**src/hw/rtl/oate_pkg.sv**
```systemverilog
// Shared types and constants for the ordered array table engine.
// Holds the command, status and cell control codes; depends on nothing else.
package oate_pkg;

   localparam int CAPACITY = 32;
   localparam int DATA_W   = 32;
   localparam int POS_W    = 6;
   localparam int COUNT_W  = 7;

   typedef enum logic [2:0] {
      OP_CLEAR   = 3'd0,
      OP_INSERT  = 3'd1,
      OP_DELETE  = 3'd2,
      OP_UPDATE  = 3'd3,
      OP_SEARCH  = 3'd4,
      OP_SORT    = 3'd5,
      OP_REVERSE = 3'd6,
      OP_READ    = 3'd7
   } op_type;

   typedef enum logic [2:0] {
      STATUS_OK       = 3'd0,
      STATUS_BADPOS   = 3'd1,
      STATUS_FULL     = 3'd2,
      STATUS_NOTFOUND = 3'd3,
      STATUS_EMPTY    = 3'd4
   } status_type;

   typedef enum logic [2:0] {
      CELL_HOLD,
      CELL_INSERT,
      CELL_DELETE,
      CELL_UPDATE,
      CELL_ROTATE,
      CELL_EXCHANGE
   } cell_cmd_type;

   typedef struct packed {
      cell_cmd_type              cmd;
      logic [COUNT_W-1:0]        pos;
      logic signed [DATA_W-1:0]  value;
      logic [COUNT_W-1:0]        count;
      logic                      phase;
      logic                      desc;
      logic                      force_swap;
   } cell_ctrl_type;

endpackage

```
**src/hw/rtl/oate_cell.sv**
```systemverilog
// One storage cell of the ordered array table engine.
// Holds one element and trades it with its neighbors; uses oate_pkg.
module oate_cell (
   input  logic                                clock,
   input  logic [oate_pkg::COUNT_W-1:0]        cell_index,
   input  oate_pkg::cell_ctrl_type             ctrl,
   input  logic signed [oate_pkg::DATA_W-1:0]  left_value,
   input  logic signed [oate_pkg::DATA_W-1:0]  right_value,
   output logic signed [oate_pkg::DATA_W-1:0]  value
);

   logic signed [oate_pkg::DATA_W-1:0] value_ff;
   logic signed [oate_pkg::DATA_W-1:0] value_in;
   logic signed [oate_pkg::DATA_W-1:0] lo_value;
   logic signed [oate_pkg::DATA_W-1:0] hi_value;
   logic                               lower;
   logic                               lower_active;
   logic                               upper_active;
   logic                               swap;

   always_comb begin
      lower        = (cell_index[0] == ctrl.phase);
      lower_active = lower && ((cell_index + 1'b1) < ctrl.count);
      upper_active = !lower && (cell_index != '0) && (cell_index < ctrl.count);
      lo_value     = lower ? value_ff : left_value;
      hi_value     = lower ? right_value : value_ff;
      swap         = ctrl.force_swap ||
                     (ctrl.desc ? (lo_value < hi_value) : (lo_value > hi_value));
   end

   always_comb begin
      value_in = value_ff;
      unique case (ctrl.cmd)
         oate_pkg::CELL_HOLD: begin
            value_in = value_ff;
         end
         oate_pkg::CELL_INSERT: begin
            if (cell_index > ctrl.pos) begin
               value_in = left_value;
            end else if (cell_index == ctrl.pos) begin
               value_in = ctrl.value;
            end
         end
         oate_pkg::CELL_DELETE: begin
            if (cell_index >= ctrl.pos) begin
               value_in = right_value;
            end
         end
         oate_pkg::CELL_UPDATE: begin
            if (cell_index == ctrl.pos) begin
               value_in = ctrl.value;
            end
         end
         oate_pkg::CELL_ROTATE: begin
            value_in = right_value;
         end
         oate_pkg::CELL_EXCHANGE: begin
            if (lower_active && swap) begin
               value_in = right_value;
            end else if (upper_active && swap) begin
               value_in = left_value;
            end
         end
         default: begin
            value_in = value_ff;
         end
      endcase
   end

   always_ff @(posedge clock) begin
      value_ff <= value_in;
   end

   assign value = value_ff;

endmodule
```
**config.mk**
```make
export PLATFORM = sky130hd
export DESIGN_NAME = oate_cell
export DESIGN_NICKNAME = d
export VERILOG_FILES = /design/src/hw/rtl/oate_pkg.sv /design/src/hw/rtl/oate_cell.sv
export SDC_FILE = /design/constraint.sdc
export NUM_CORES = 1
export LEC_CHECK = 0
export CORE_MARGIN = 4
export CORE_UTILIZATION = 30
export CTS_CLUSTER_DIAMETER = 150
export CTS_CLUSTER_SIZE = 25
export DETAILED_ROUTE_END_ITERATION = 10
export DONT_BUFFER_PORTS = 1
export PLACE_DENSITY = 0.43
export SETUP_SLACK_MARGIN = 0.1
export SYNTH_ARGS = -nofsm -noshare
export SYNTH_HDL_FRONTEND = slang
export SYNTH_SLANG_ARGS = --single-unit
```
**constraint.sdc**
```tcl
create_clock -name clock -period 6.7 [get_ports clock]
set_input_delay 0.67 -clock clock [delete_from_list [all_inputs] [get_ports clock]]
set_output_delay 0.67 -clock clock [all_outputs]
set_load 0.005 [all_outputs]
```
==> metrics.cfg, run 1 <==
[synth]
syn_inst = 587
synthArstFlopShare_pct = 0
yosys.area.top_type = mux2i_1
yosys_warnings = 0
syn_area_per_cell_um2 = 8.622
synth_seq_cells = 32
synth_seq_area_share_pct = 18.99
netlist_area_mm2 = 0.005061
synth_top_area_share_pct = 21.95
yosysUniqueCellTypes = 53
synthFlopType = edfxtp_1
synth.area.top_cells = mux2i_1, edfxtp_1, ha_1
synth-edff-count = 32
synthesis.nets = 764

[global_routing]
antenna_found_initial = 0
grt.overflow.total = 0
grt_start_max_net_pins = 83
grt_first_pass_wirelength_mm = 26.90
grt_use_total_pct = 18.32
grt_pass1_vias = 4683

[power_and_ir_drop]
internal-power_mw = 0.6403
ir_drop_mv = 0.1411
power_switching_mw = 0.4018
swShare_pct = 38.56
p_seq_share_pct = 29.3
p_clk_share_pct = 25.9
comb_power_share_pct = 44.8
p_per_area_mw_per_mm2 = 192.3
p_leak_nw = 2.311

[sta]
fin_crit_ps = 3960
setup_violations = 0
slew_violations = 0
fin_tns_setup_ps = 0
fin_crit_sh_pct = 59.11
hold_violations = 0
relSlewSlack_pct = 28.02
rsz0062_at_grt = no
clock_skew_ps = 7.436
fmax_mhz = 252.5
worst_pin_slew_ps = 1077
holdWs_ps = 644.7

[detailed_routing]
drt_pass1_iterations = 5
drc = 0
ant_nets = 0
wl_per_cell_um = 22.64
drt-initial-drc-count = 246
via_count = 4588
routed_wl_mm = 17.82
via_per_inst = 5.830

[clock_network]
cts_max_path_buffers = 2
cts_hold_buf = 0
cts_made_buffers = 5
clk_latency_ps = 290
cts_sinks = 32
clockRootBuffer = clkbuf_16
cts_resized = 0
cts_setup_buffers = 0
cts_htree_levels = 2
cts_tree = yes
clk_pin_slew_ps = 60

[worst_setup_path]
required_ps = 6840
r2r_setup_slack_ps = 3320
cp.arrival_ps = 4100
cp-end-kind = register
cp-start-kind = input pin
r2r_end = value[26]$_DFFE_PP_
worstPathMaxFanout = 82
critical_path_class = in -> reg
r2r-start = value[13]$_DFFE_PP_
reg2reg_depth = 11

[finish]
fin_nets = 743
layout-drive-gt1-share_pct = 10.41
fillers = 1779
antennaDiodeCount = 0
fin_util_pct = 32.68
areaGrowthSynthToFinish_pct = 7.095
largest_reg_flops = 32

[placed_design]
port_buffers = 0
routabilityCongestion = 0.8158
hpwl_mm = 13.34

[min_path]
hold-path-endpoint = value[17]$_DFFE_PP_
min_from = right_value[17]
hp-class = in -> reg
min_delay_path_depth = 2

[floorplanning]
fp.dieW_um = 137.9
dieArea_mm2 = 0.01901
die_h_um = 137.9
rows = 47
start_util_pct = 30.52
core-area_mm2 = 0.01658
boundaryPins = 156

[status]
status = completed

[run]
drv_cap = 0

## logic make-up (layout without fill, tap and decap cells)
logic type	count (synthesis)	count (layout)	share of synthesized area [%]
adders and majority gates	53	53	13.10
buffers and inverters	73	53	6.255
AOI/OAI and AO/OA	176	176	23.51
muxes	128	128	25.74
and+or+nand+nor	119	119	11.37
DFF	32	32	18.99
xor gates and xnor gates	6	6	1.038
## metal layers
layer	wire length (um)	share of wire, %	GRT usage (%)
met4	230	1.3	4.391
met1	7226	41	22.37
met2	8573	48	31.97
met3	1786	10	5.080
met5	0	0	0
## worst max-delay path by stage
stage                   from                   to  slack [ps]  cells after the start
2_1_floorplan  cell_index[0]   value[0]$_DFFE_PP_         500                     13
3_3_place_gp   cell_index[0]  value[27]$_DFFE_PP_        2500                     13
3_5_place_dp   cell_index[0]  value[28]$_DFFE_PP_        2450                     13
4_1_cts        cell_index[0]  value[28]$_DFFE_PP_        2750                     13
5_1_grt        cell_index[0]  value[13]$_DFFE_PP_        2540                     13
6_report       cell_index[0]  value[26]$_DFFE_PP_        2740                     13
## area by class of cell
class / count / area, um^2 / share of cell area [%]
Sequential cell: 32 / 960.9 / 17.73
Multi-Input combinational cell: 482 / 3801 / 70.13
Clock buffer: 5 / 125.1 / 2.308
Tap cell: 220 / 275.3 / 5.078
Timing Repair Buffer: 9 / 80.08 / 1.477
Clock inverter: 3 / 42.54 / 0.7849
Inverter: 36 / 135.1 / 2.493
## cell usage after synthesis, drive strengths merged, types with 2 or more instances
| cell | number |
|---|---|
| nor3b | 2 |
| inv | 34 |
| nand4 | 9 |
| nand2b | 2 |
| ha | 53 |
| xnor2 | 5 |
| clkinv | 2 |
| clkbuf | 26 |
| a21o | 6 |
| nor3 | 5 |
| and3 | 2 |
| o21a | 4 |
| a21oi | 34 |
| nand2 | 59 |
| o31ai | 17 |
| and4 | 2 |
| nand3 | 6 |
| o211a | 2 |
| nor2b | 3 |
| o21ai | 55 |
| a22oi | 16 |
| a221oi | 17 |
| nor4 | 3 |
| nor2 | 23 |
| buf | 11 |
| mux2 | 17 |
| edfxtp | 32 |
| mux2i | 111 |
| o22ai | 16 |
## per-stage QoR
stage                     power, mW  setup WS [ps]  std cells  cell area (um^2)
after floorplan              0.6629          504.8        587              5061
after global placement       0.7707           2498        779              5253
after detailed placement     0.7787           2453        779              5253
after CTS                     1.050           2748        787              5420
after global routing          1.117           2543        787              5420
final                         1.042           2740        787              5420
## placed cells by master, fill, tap and decap left out, types with 17 or more instances in the layout
cell      synthesis  layout
edfxtp_1         32      32
mux2i_1         111     111
ha_1             53      53
o21ai_0          55      55
nor2_1           22      22
a221oi_1         17      17
inv_1            34      33
nand2_1          58      58
a21oi_1          22      21
mux2_2           17      17
## power by group through the flow
stage / clock network [mW] / logic (mW) / registers (mW)
floorplan: 0 / 0.369 / 0.294
global placement: 0 / 0.461 / 0.309
detailed placement: 0 / 0.469 / 0.309
CTS: 0.273 / 0.471 / 0.305
global route: 0.282 / 0.524 / 0.311
finish: 0.270 / 0.467 / 0.305
## worst max-delay path, cell delays in order
cell and delay [ps]:
xnor2_2 180, buf_12 330, mux2_2 410, ha_1 340, a21oi_1 170, o21ai_0 100, a221o_1 330, o31ai_2 320
o211a_1 240, nor2_4 70, a21oi_4 480, a22oi_1 200, a21oi_2 160
Note: power is estimated with default switching activity, not from simulation.
==> run 2: changes to the inputs <==
--- a/config.mk
+++ b/config.mk
@@ -5,13 +5,14 @@
 export SDC_FILE = /design/constraint.sdc
 export NUM_CORES = 1
 export LEC_CHECK = 0
+export ABC_AREA = 1
 export CORE_MARGIN = 4
 export CORE_UTILIZATION = 30
 export CTS_CLUSTER_DIAMETER = 150
 export CTS_CLUSTER_SIZE = 25
 export DETAILED_ROUTE_END_ITERATION = 10
 export DONT_BUFFER_PORTS = 1
-export PLACE_DENSITY = 0.43
+export PLACE_DENSITY = 0.44
 export SETUP_SLACK_MARGIN = 0.1
 export SYNTH_ARGS = -nofsm -noshare
 export SYNTH_HDL_FRONTEND = slang
==> constraint.sdc (replaced) <==
create_clock -name clock -period 3.3 [get_ports clock]
set_input_delay 0.33 -clock clock [delete_from_list [all_inputs] [get_ports clock]]
set_output_delay 0.33 -clock clock [all_outputs]
set_load 0.005 [all_outputs]
==> run 2 against run 1 <==
  * Die area rose by 12%
  * Sequential share of layout area is 2.4 points lower
  * Clock power up 76%
  * Combinational power rose to 2.7 times the previous value
  * Non-clock buffer count grew 17
  * Setup slack got worse by 2300 ps
  * First-iteration DRC count increased by 8.9%
  * Critical endpoint is now value[14]$_DFFE_PP_
  * Largest cell class unchanged
  * Largest power group unchanged
==> metrics.cfg, run 2 <==
[finish]
layout-drive-gt1-share_pct = 16.50  ; +6.1 points
final_common_cell = nand2_1
fillers = 2058  ; +16%
fin_nets = 1001  ; +35%
regArea_um2 = 960.9  ; unchanged
antennaDiodeCount = 0  ; unchanged
final_cell_mix = nand2_1, inv_1, o21ai_0, nand3_2, ha_1
areaGrowthSynthToFinish_pct = 9.758
largest_reg_flops = 32  ; unchanged
multiInputGateArea_mm2 = 0.003955  ; +4.0%

[worst_setup_path]
cp.arrival_ps = 2820  ; -1280 ps
required_ps = 3290  ; -3550 ps
reg2reg_depth = 15  ; +4
cp-start-kind = input pin
critical_path_class = in -> reg
r2r_end = value[14]$_DFFE_PP_
worstPathMaxFanout = 39  ; -52%
cp-end-kind = register
r2r_setup_slack_ps = 500  ; -2820 ps
r2r-start = value[19]$_DFFE_PP_

[detailed_routing]
via_count = 5268  ; +15%
routed_wl_mm = 18.30  ; +2.7%
via_per_inst = 4.979  ; -15%
drt-initial-drc-count = 268  ; +8.9%
drt_pass1_iterations = 4  ; -1
ant_nets = 0  ; unchanged
drc = 0  ; unchanged
wl_per_cell_um = 17.29  ; -24%

[floorplanning]
fp.dieW_um = 145.8  ; +5.7%
rows = 50  ; +6.4%
core-area_mm2 = 0.01871  ; +13%
start_util_pct = 30.43  ; -0.084 points
dieArea_mm2 = 0.02124  ; +12%
boundaryPins = 156  ; unchanged
die_h_um = 145.8  ; +5.7%

[clock_network]
cts_tree = yes
cts_max_path_buffers = 2  ; unchanged
cts_htree_levels = 2  ; unchanged
clockRootBuffer = clkbuf_16
cts_resized = 0  ; unchanged
cts_made_buffers = 5  ; unchanged
cts_setup_buffers = 0  ; unchanged
clk_pin_slew_ps = 60  ; about the same
cts_sinks = 32  ; unchanged
clk_latency_ps = 290  ; about the same
cts_hold_buf = 0  ; unchanged

[min_path]
min_from = left_value[16]
min_delay_path_depth = 2  ; unchanged
hp-class = in -> reg
hold-path-endpoint = value[16]$_DFFE_PP_

[power_and_ir_drop]
power.total_mw = 2.319  ; +120%
p_leak_nw = 3.077  ; +33%
ir_drop_mv = 0.1757  ; +25%
p_per_area_mw_per_mm2 = 371.1  ; +93%

[synth]
yosysMostFrequentCell = nand2_1
synthArstFlopShare_pct = 0  ; unchanged
synthFlopType = edfxtp_1
synth_seq_area_share_pct = 16.88  ; -2.1 points
synthesis.nets = 1015  ; +33%
netlist_area_mm2 = 0.005693  ; +12%
syn_inst = 838  ; +43%
synth_top_area_share_pct = 16.88  ; -5.1 points
yosysUniqueCellTypes = 31  ; -42%
synthTopCellsByCount = nand2_1, inv_1, o21ai_0
syn_area_per_cell_um2 = 6.794  ; -21%
synth_seq_cells = 32  ; unchanged
synth.area.top_cells = edfxtp_1, nand2_1, ha_1
yosys_warnings = 0  ; unchanged
synth-edff-count = 32  ; unchanged
yosys.area.top_type = edfxtp_1

[sta]
fin_crit_sh_pct = 85.77
worst_pin_slew_ps = 948.3  ; -128.9 ps
slew_violations = 0  ; unchanged
rsz0062_at_grt = no
hold_violations = 0  ; unchanged
clock_skew_ps = 4.782  ; -2.654 ps
relSlewSlack_pct = 36.71  ; +8.7 points
fin_crit_ps = 2830
setup_violations = 0  ; unchanged
fin_tns_setup_ps = 0  ; unchanged
fmax_mhz = 353.3

[placed_design]
port_buffers = 0  ; unchanged
routabilityCongestion = 0.7700  ; -5.6%
hpwl_mm = 14.40  ; +8.0%

[global_routing]
grt_use_total_pct = 17.16  ; -1.2 points
grt_start_max_net_pins = 55  ; -34%
antenna_found_initial = 1  ; +1
grt_first_pass_wirelength_mm = 29.17  ; +8.4%
grt_pass1_vias = 5182  ; +11%
grt.overflow.total = 0  ; unchanged

[run]
drv_cap = 0  ; unchanged

[status]
status = completed

## run 2: cell count changes after synthesis, moves of 33 or more
cell,previous run,this run
inv_1,34,156
o211ai_1,1,34
nand3_1,6,49
nand3_2,0,62
o21ai_0,55,100
nand2_1,58,179
mux2i_1,111,1
## run 2: logic make-up (layout without fill, tap and decap cells)
group                      count (synthesis)  after routing  synth area share, %
xor gates and xnor gates                   6              6               0.9231
AOI/OAI and AO/OA                        196            196                19.56
adders and majority gates                 53             53                11.65
DFF                                       32             32                16.88
muxes                                      1              1               0.1758
and+or+nand+nor                          347            347                36.02
buffers and inverters                    203            189                14.79
## run 2: worst max-delay path by stage
stage,to,slack [ps],from,cells past startpoint
after global routing,value[18]$_DFFE_PP_,180,ctrl[2],18
after detailed placement,value[13]$_DFFE_PP_,140,ctrl[2],19
final,value[14]$_DFFE_PP_,470,ctrl[2],17
after CTS,value[18]$_DFFE_PP_,450,ctrl[2],17
after global placement,value[13]$_DFFE_PP_,170,ctrl[2],19
after floorplan,value[0]$_DFFE_PP_,-70,ctrl[2],18
## run 2: final cells by class
cell class	instances	share of cell area (%)
Multi-Input combinational cell	603	63.30
Sequential cell	32	15.38
Tap cell	234	4.686
Inverter	156	9.371
Clock buffer	6	2.062
Clock inverter	1	0.08010
Timing Repair Buffer	26	5.126
## run 2: layer usage
metal / up-vias / wire, um / track usage, % / part of all wire (%)
met5: - / 11 / 0 / 0.060
met4: 2 / 135 / 2.944 / 0.74
met3: 10 / 1331 / 5.014 / 7.3
met2: 136 / 8474 / 29.15 / 46
met1: 2352 / 8344 / 21.93 / 46
li1: 2768 / - / - / -
## run 2: per-stage QoR
| stage | setup WS (ps) | cells | utilization, % | hold WS [ps] | cell area (um^2) |
|---|---|---|---|---|---|
| floorplan | -69.70 | 838 | - | 587.2 | 5796 |
| global placement | 166.6 | 1051 | 32.69 | 604.0 | 6115 |
| detailed placement | 135.3 | 1051 | 32.69 | 605.8 | 6115 |
| CTS | 447.8 | 1058 | 33.40 | 298.7 | 6248 |
| global route | 183.6 | 1058 | 33.40 | 305.4 | 6248 |
| finish | 469.5 | 1058 | 33.40 | 307.4 | 6248 |
## run 2: worst max-delay path: stages
cell and delay, ps:
xor2_4 210, buf_12 220, buf_4 190, o21ai_0 90
ha_1 330, nand4_1 100, nand3_1 90, nand2_1 70
nand2_1 70, a21oi_2 170, nand2_1 90, nand2_1 70
nand3_2 90, nand3_4 150, o21ai_4 80, a21oi_4 220
buf_12 200
## run 2: power breakdown
part | internal (mW) | switching [mW] | total, mW
clock | 0.275 | 0.201 | 0.476
combinational | 0.481 | 0.760 | 1.24
sequential | 0.544 | 0.0574 | 0.601
==> run 3: changes to the inputs <==
--- a/config.mk
+++ b/config.mk
@@ -7,13 +7,14 @@
 export LEC_CHECK = 0
 export ABC_AREA = 1
 export CORE_MARGIN = 4
-export CORE_UTILIZATION = 30
+export CORE_UTILIZATION = 60
 export CTS_CLUSTER_DIAMETER = 150
 export CTS_CLUSTER_SIZE = 25
 export DETAILED_ROUTE_END_ITERATION = 10
 export DONT_BUFFER_PORTS = 1
-export PLACE_DENSITY = 0.44
+export PLACE_DENSITY = 0.78
 export SETUP_SLACK_MARGIN = 0.1
+export SKIP_LAST_GASP = 1
 export SYNTH_ARGS = -nofsm -noshare
 export SYNTH_HDL_FRONTEND = slang
 export SYNTH_SLANG_ARGS = --single-unit
==> run 3 against run 2 <==
  * Critical path depth stayed put
  * Routed wire length is 11% lower
  * Design area is 4.9% lower
  * Critical path type is now reg -> reg
  * Non-clock buffer count is 7 lower
  * Flip-flop and latch count stayed put
  * Clock skew is 2.1 ps higher
  * Setup slack worse by 150 ps
  * First-iteration DRC count is 68% higher
  * Cell count is 10% lower
  * Combinational power is 3% lower
  * Count of clock-buffer cells in the layout is 1 higher
==> metrics.cfg, run 3 (synthesis results as in run 2) <==
[status]
status = completed

[clock_network]
cts_tree = yes
cts_setup_buffers = 0  ; unchanged
cts_resized = 0  ; unchanged
clk_latency_ps = 290  ; about the same
clk_pin_slew_ps = 80  ; +20 ps
cts_hold_buf = 0  ; unchanged
cts_htree_levels = 2  ; unchanged
clockRootBuffer = clkbuf_8
cts_sinks = 32  ; unchanged
cts_max_path_buffers = 2  ; unchanged
cts_made_buffers = 5  ; unchanged

[power_and_ir_drop]
p_per_area_mw_per_mm2 = 356.6  ; -3.9%
p_leak_nw = 2.988  ; -2.9%
ir_drop_mv = 0.2474  ; +41%

[min_path]
min_from = left_value[21]
hold-path-endpoint = value[21]$_DFFE_PP_
min_delay_path_depth = 2  ; unchanged
hp-class = in -> reg

[sta]
rsz0062_at_grt = no
fmax_mhz = 335.1  ; -5.2%
setup_violations = 0  ; unchanged
fin_crit_sh_pct = 90.43  ; +4.7 points
hold_violations = 0  ; unchanged
relSlewSlack_pct = 37.42  ; +0.71 points
fin_crit_ps = 2984  ; +153.7 ps
clock_skew_ps = 6.912  ; +2.130 ps
slew_violations = 0  ; unchanged
worst_pin_slew_ps = 936.4  ; -11.85 ps

[floorplanning]
core-area_mm2 = 0.009240  ; -51%
boundaryPins = 156  ; unchanged
die_h_um = 105.4  ; -28%
dieArea_mm2 = 0.01111  ; -48%
fp.dieW_um = 105.4  ; -28%
rows = 35  ; -30%
start_util_pct = 61.61  ; +31 points

[detailed_routing]
ant_nets = 0  ; unchanged
wl_per_cell_um = 17.10  ; -1.1%
wl_met2_mm = 7.933  ; -6.4%
maxUsedRoutingLayer = met4
routed_wl_mm = 16.22  ; -11%
drc = 0  ; unchanged
drt-initial-drc-count = 450  ; +68%
via_count = 5594  ; +6.2%
wl_met3_mm = 1.538  ; +16%
met1_length_mm = 6.397  ; -23%
drt_pass1_iterations = 6  ; +2
via_per_inst = 5.901  ; +19%

[finish]
largest_reg_flops = 32  ; unchanged
fin_nets = 994  ; -0.70%
layout-drive-gt1-share_pct = 15.40  ; -1.1 points
final_cell_mix = nand2_1, inv_1, o21ai_0, nand3_2, ha_1
fillers = 829  ; -60%
final_common_cell = nand2_1
areaGrowthSynthToFinish_pct = 4.352
final_cells = 948  ; -10%
final_area_mm2 = 0.005941  ; -4.9%

[global_routing]
grt_start_max_net_pins = 69  ; +25%
antenna_found_initial = 1  ; unchanged
grt_pass1_vias = 5607  ; +8.2%
grt_use_total_pct = 28.80  ; +12 points
grt.overflow.total = 0  ; unchanged
grt_first_pass_wirelength_mm = 26.50  ; -9.1%

[worst_setup_path]
reg2reg_depth = 17  ; +2
cp.arrival_ps = 3020  ; +200 ps
critical_path_class = reg -> reg
r2r_setup_slack_ps = 320  ; -180 ps
cp-start-kind = register
cp-end-kind = register
r2r_end = value[15]$_DFFE_PP_
required_ps = 3340  ; +50 ps
r2r-start = value[31]$_DFFE_PP_
worstPathMaxFanout = 12  ; -69%

[placed_design]
dpl_cell_area_mm2 = 0.005858  ; -4.2%
hpwl_mm = 11.97  ; -17%
dp_cells = 939  ; -11%
port_buffers = 0  ; unchanged
routabilityCongestion = 0.8490  ; +10%

[run]
drv_cap = 0  ; unchanged

==> run 3: critical path, cell delays in order (launching register included) <==
cell and delay, ps:
edfxtp_1 440, inv_1 120, o21ai_1 80, ha_1 370, nand2_1 100, nor2_1 130, and2_1 190, and3b_1 200
nand2_1 90, nand2_1 90, nand2_1 70, nand3_2 100, nand3_4 140, nand2_8 200, buf_4 220, nand2_4 50
nand3_2 60, nand3_2 60
==> run 3: worst max path at each step <==
| stage | start | to | slack (ps) | depth (start not counted) |
|---|---|---|---|---|
| after floorplan | ctrl[2] | value[0]$_DFFE_PP_ | -70 | 18 |
| after global placement | ctrl[2] | value[26]$_DFFE_PP_ | 190 | 16 |
| after detailed placement | ctrl[2] | value[15]$_DFFE_PP_ | 50 | 18 |
| after CTS | value[31]$_DFFE_PP_ | value[26]$_DFFE_PP_ | 320 | 17 |
| after global routing | value[31]$_DFFE_PP_ | value[27]$_DFFE_PP_ | 120 | 17 |
| final | value[31]$_DFFE_PP_ | value[15]$_DFFE_PP_ | 320 | 17 |
==> run 3: layer usage <==
metal / vias to the layer above / GRT usage [%]
li1: 2753 / -
met1: 2559 / 33.64
met2: 253 / 51.05
met3: 29 / 6.920
met4: 0 / 10.22
met5: - / 0
==> run 3: layout make-up <==
cell class / count / area (um^2) / area share [%]
flip-flops and latches: 32 / 960.9 / 16.18
inverters: 156 / 585.6 / 9.857
diodes: 1 / 2.502 / 0.04212
multi-input cells: 603 / 3945 / 66.41
repair buffers: 19 / 205.2 / 3.454
clock inverters: 1 / 3.754 / 0.06318
well taps: 129 / 161.4 / 2.717
clock buffers: 7 / 76.32 / 1.285
==> run 3: metrics by stage <==
| step | total power [mW] | utilization [%] | setup slack [ps] | setup TNS [ps] | hold slack [ps] |
|---|---|---|---|---|---|
| 2_1_floorplan | 1.562 | - | -69.70 | -2230 | 587.2 |
| 3_3_place_gp | 1.753 | 63.40 | 186.9 | 0 | 592.6 |
| 3_5_place_dp | 1.798 | 63.40 | 51.71 | 0 | 603.1 |
| 4_1_cts | 2.116 | 64.27 | 323.4 | 0 | 298.3 |
| 5_1_grt | 2.304 | 64.29 | 117.5 | 0 | 298.3 |
| 6_report | 2.119 | 64.29 | 315.8 | 0 | 302.5 |
==> run 3: power breakdown <==
group	internal, mW	total (mW)	leakage (nW)	switching [mW]
Sequential	0.543	0.602	0.321	0.0585
Combinational	0.449	1.20	2.63	0.753
Clock	0.147	0.315	0.0399	0.168
